### config.mk
export PLATFORM = sky130hd
export DESIGN_NAME = bss_shsub
export DESIGN_NICKNAME = d
export VERILOG_FILES = /design/src/hw/rtl/bss_pkg.sv /design/src/hw/rtl/bss_shsub.sv
export SDC_FILE = /design/constraint.sdc
export NUM_CORES = 1
export LEC_CHECK = 0
export ABC_AREA = 1
export BUFFER_PORTS_ARGS = -buffer_cell sky130_fd_sc_hd__clkbuf_2
export CAP_MARGIN = 20
export CORE_MARGIN = 8
export CORE_UTILIZATION = 50
export DETAILED_ROUTE_END_ITERATION = 12
export PLACE_DENSITY = 0.73
export SETUP_SLACK_MARGIN = 0.5
export SYNTH_ARGS = -nofsm -noshare
export SYNTH_HDL_FRONTEND = slang
export SYNTH_SLANG_ARGS = --single-unit
### constraint.sdc
create_clock -name clk -period 5.59 [get_ports clk]
set_input_delay 1.3975 -clock clk [delete_from_list [all_inputs] [get_ports clk]]
set_output_delay 1.3975 -clock clk [all_outputs]
set_load 0.02 [all_outputs]
### src/hw/rtl/bss_pkg.sv
`timescale 1ns / 1ps

package bss_pkg;

  localparam int MIN_SAMPLES = 10;

  localparam logic [30:0] ONE_Q30 = 31'h4000_0000;

  localparam logic OP_LOAD = 1'b0;
  localparam logic OP_EVAL = 1'b1;

  localparam logic [1:0] CFG_POINT_COUNT  = 2'd0;
  localparam logic [1:0] CFG_SAMPLE_COUNT = 2'd1;
  localparam logic [1:0] CFG_THICKNESS    = 2'd2;

  // request to the shift-subtract unit (divide or square root)
  typedef struct packed {
    logic        start;
    logic        root;
    logic [63:0] num;    // operand, most significant bit first
    logic [31:0] den;
    logic [5:0]  steps;
  } ss_req_t;

  typedef struct packed {
    logic        done;
    logic [47:0] quot;
  } ss_rsp_t;

endpackage

### src/hw/rtl/bss_shsub.sv
`timescale 1ns / 1ps

module bss_shsub (
  input  logic             clk,
  input  logic             rst_n,
  input  bss_pkg::ss_req_t req,
  output bss_pkg::ss_rsp_t rsp
);
  import bss_pkg::*;

  localparam int RW = 36;

  logic            busy_r;
  logic            done_r;
  logic            root_r;
  logic [5:0]      cnt_r;
  logic [RW-1:0]   rem_r;
  logic [47:0]     q_r;
  logic [63:0]     num_r;
  logic [31:0]     den_r;

  logic [RW-1:0]   rem_sh;
  logic [RW-1:0]   trial;
  logic [RW-1:0]   rem_nxt;
  logic            ge;

  // one quotient bit, or one root bit, per cycle
  always_comb begin
    if (root_r) begin
      rem_sh = {rem_r[RW-3:0], num_r[63:62]};
      trial  = {q_r[RW-3:0], 2'b01};
    end else begin
      rem_sh = {rem_r[RW-2:0], num_r[63]};
      trial  = {{(RW-32){1'b0}}, den_r};
    end
    ge      = (rem_sh >= trial);
    rem_nxt = ge ? (rem_sh - trial) : rem_sh;
  end

  always_ff @(posedge clk) begin
    if (!rst_n) begin
      busy_r <= 1'b0;
      done_r <= 1'b0;
    end else begin
      done_r <= 1'b0;
      if (req.start) begin
        busy_r <= 1'b1;
        root_r <= req.root;
        num_r  <= req.num;
        den_r  <= req.den;
        cnt_r  <= req.steps;
        rem_r  <= '0;
        q_r    <= '0;
      end else if (busy_r) begin
        rem_r <= rem_nxt;
        q_r   <= {q_r[46:0], ge};
        num_r <= root_r ? {num_r[61:0], 2'b00} : {num_r[62:0], 1'b0};
        cnt_r <= cnt_r - 6'd1;
        if (cnt_r == 6'd1) begin
          busy_r <= 1'b0;
          done_r <= 1'b1;
        end
      end
    end
  end

  assign rsp.done = done_r;
  assign rsp.quot = q_r;

endmodule

==> impl_metrics.py <==
metrics = {
    "global_routing": {
        "grt_max_degree": 172,
        "globalRouteOverflowTotal": 0,
        "antenna_found_initial": 1,
        "grt_use_total": 0.217,
        "grt_pass1_vias": 9924,
        "grt_pass1_wl_um": 50400,
    },
    "min_path": {
        "min-delay-start": "q_r[43]",
        "hold_path.class": "reg2reg",
    },
    "timing": {
        "rsz0062_at_grt": "no",
        "hold_viol": 0,
        "slew_headroom": 0.321,
        "setup_tns_ns": 0,
        "tightest_slew_ns": 1.02,
        "setup_violations": 0,
        "slew_viol_final": 0,
        "fmax_mhz": 239,
        "final.period_utilization": 0.750,
        "skew_ns": 0.0118,
        "fin_crit_ns": 4.19,
        "fin_ws_ns": 1.40,
    },
    "synthesis": {
        "async_flop_share": 0,
        "yosys_warnings": 0,
        "avgSynthCellArea_um2": 7.80,
        "synthTopCellsByArea": "edfxtp_1, nand2_1, inv_1",
        "synth.distinct_cells": 36,
        "synth_top_area_frac": 0.469,
        "syn_area_mm2": 0.0119,
        "synth_area_leader_cell": "edfxtp_1",
        "syn_nets": 1672,
        "yosys_register_bits": 188,
        "synth_most_common_cell": "nand2_1",
        "yosysSeqAreaShare": 0.472,
        "yosys-top-cells-count": "nand2_1, inv_1, nor2_1",
        "synth_edf_count": 186,
        "synth_flop_cell": "edfxtp_1",
        "netlist_instances": 1527,
    },
    "cts": {
        "clock_latency_ns": 0.43,
        "clockBufferDepth": 2,
        "clkSinkCount": 188,
        "postCtsSetupRepairBufs": 0,
        "clkSlewWorstSetupHoldPaths_ns": 0.08,
        "cts_tree": "done",
        "ctsResizeCount": 0,
        "cts_hold_buf": 0,
        "h-tree-depth": 4,
        "cts_root_buf": "clkbuf_16",
        "cts_inserted_buffers": 17,
    },
    "detailed_routing": {
        "num_vias": 10300,
        "drc": 0,
        "detail-route-antenna-nets": 0,
        "drt-total-wl_um": 31100,
        "firstDrtPassIters": 5,
        "via_per_inst": 5.19,
        "wl_per_cell_um": 15.8,
        "drt_iter0_markers": 894,
    },
    "finish": {
        "area_delta_synth_final_pct": 12.8,
        "num_antenna_cells": 0,
        "nets": 1788,
        "drive_gt1_frac": 0.165,
    },
    "floorplanning": {
        "boundaryPins": 155,
        "coreArea_mm2": 0.0234,
        "die_x_um": 170,
        "die-area_mm2": 0.0290,
        "rows": 56,
        "floorplan.initialDensity": 0.509,
        "die_h_um": 170,
    },
    "worst_setup_path": {
        "cp.required_ns": 5.77,
        "timing.rr.start": "root_r",
        "worst-path-max-fanout": 39,
        "arrival_ns": 4.38,
        "critPathLaunch": "root_r",
        "cp-start-kind": "flip-flop",
        "path_class": "reg2reg",
        "endpoint_kind": "flip-flop",
    },
    "placement": {
        "place_ws_ns": 1.44,
        "gp_congestion": 0.955,
        "io_buffers": 154,
        "post-dp-hpwl_um": 22200,
    },
    "run_status": {
        "outcome": "complete, no violations",
    },
    "pwr": {
        "leakage_nw": 6.39,
        "ir_drop_v": 0.000221,
        "power_density_mw_per_mm2": 339,
    },
    "flow_run": {
        "max_cap_viol_count": 0,
    },
}
[state kept, by name, indices dropped and copies added (netlist names)]
signal  flops
cnt_r       6
den_r      32
done_r      1
q_r        48
num_r      64
root_r      1
rem_r      35
busy_r      1
[layer usage]
metal  part of all wire  vias to the layer above  track usage
li1                   -                     5119            -
met1               0.43                     4690        0.288
met2               0.47                      386        0.348
met3              0.075                       54       0.0473
met4              0.023                        2       0.0713
met5            0.00042                        -            0
[worst max-delay path, cell delays in order, from the launching register on]
cell      delay, ns
edfxtp_1       0.44
inv_2          0.56
or2_2          0.22
o21ai_0        0.11
ha_1           0.25
inv_1          0.10
fa_1           0.28
nand3_1        0.10
nand3_1        0.14
nand3_1        0.15
nand3b_4       0.13
nand2_2        0.06
nand2_2        0.09
nand2_2        0.06
nand2_2        0.39
inv_1          0.52
nor2_1         0.26
nor2_2         0.06
[path summary, 6_finish.rpt]
| path | depth (start not counted) | slack [ns] | end |
|---|---|---|---|
| worst min-delay path | 2 | 0.56 | q_r[44] |
| worst max-delay path | 17 | 1.40 | rem_r[0] |
| worst max register to register | 17 | 1.40 | rem_r[0] |
| worst min register to register | 2 | 0.56 | q_r[44] |
[area by class of cell]
cell class / count / area [um2]
fillers: 2194 / 9970
multi-input cells: 1056 / 5130
clock inverters: 15 / 173
flip-flops and latches: 188 / 5630
clock buffers: 17 / 425
well taps: 319 / 399
inverters: 218 / 818
repair buffers: 162 / 858
[cells by family (layout without fill, tap and decap cells)]
kind of cell | Yosys count | after routing | share of synthesized area
AOI/OAI and AO/OA | 229 | 229 | 0.0982
xor gates and xnor gates | 19 | 19 | 0.0140
adders and majority gates | 39 | 39 | 0.0416
buffers and inverters | 283 | 412 | 0.0979
DFF | 188 | 188 | 0.472
and+or+nand+nor | 769 | 769 | 0.276
[where the power goes]
part	total (mW)	internal [mW]	switching [mW]
Sequential	1.82	1.75	0.0709
Clock	1.22	0.605	0.617
Combinational	1.51	0.491	1.02
[metrics by stage]
stage | hold WS, ns | instances | area (um2) | power [mW] | util
after floorplan | 0.449 | 1527 | 11900 | 2.97 | -
after global routing | 0.576 | 1975 | 13400 | 4.83 | 0.574
after detailed placement | 0.545 | 1943 | 12800 | 3.33 | 0.548
after global placement | 0.532 | 1943 | 12800 | 3.31 | 0.548
final | 0.564 | 1975 | 13400 | 4.55 | 0.574
after CTS | 0.561 | 1975 | 13400 | 4.55 | 0.574
[cells in the final DEF, fill, tap and decap left out, types with 2 or more instances in the layout]
cell,n
a21oi_1,146
buf_12,2
nor2_2,11
nand3_1,34
inv_1,216
nand4_1,3
nand2_2,12
nor2_4,2
o21ai_0,75
nor2_1,208
or2_2,26
buf_4,7
nand3b_1,9
o21bai_1,2
a31oi_1,2
nand2_1,427
clkbuf_16,17
nor3_1,6
clkinv_4,4
clkbuf_2,153
nand3_2,22
inv_2,2
ha_1,38
clkinv_8,4
and2_1,3
xor2_1,18
a21oi_2,2
edfxtp_1,186
dfxtp_1,2
nor4_1,3
inv_8,5
No activity file was read; power rests on OpenSTA's default activity.
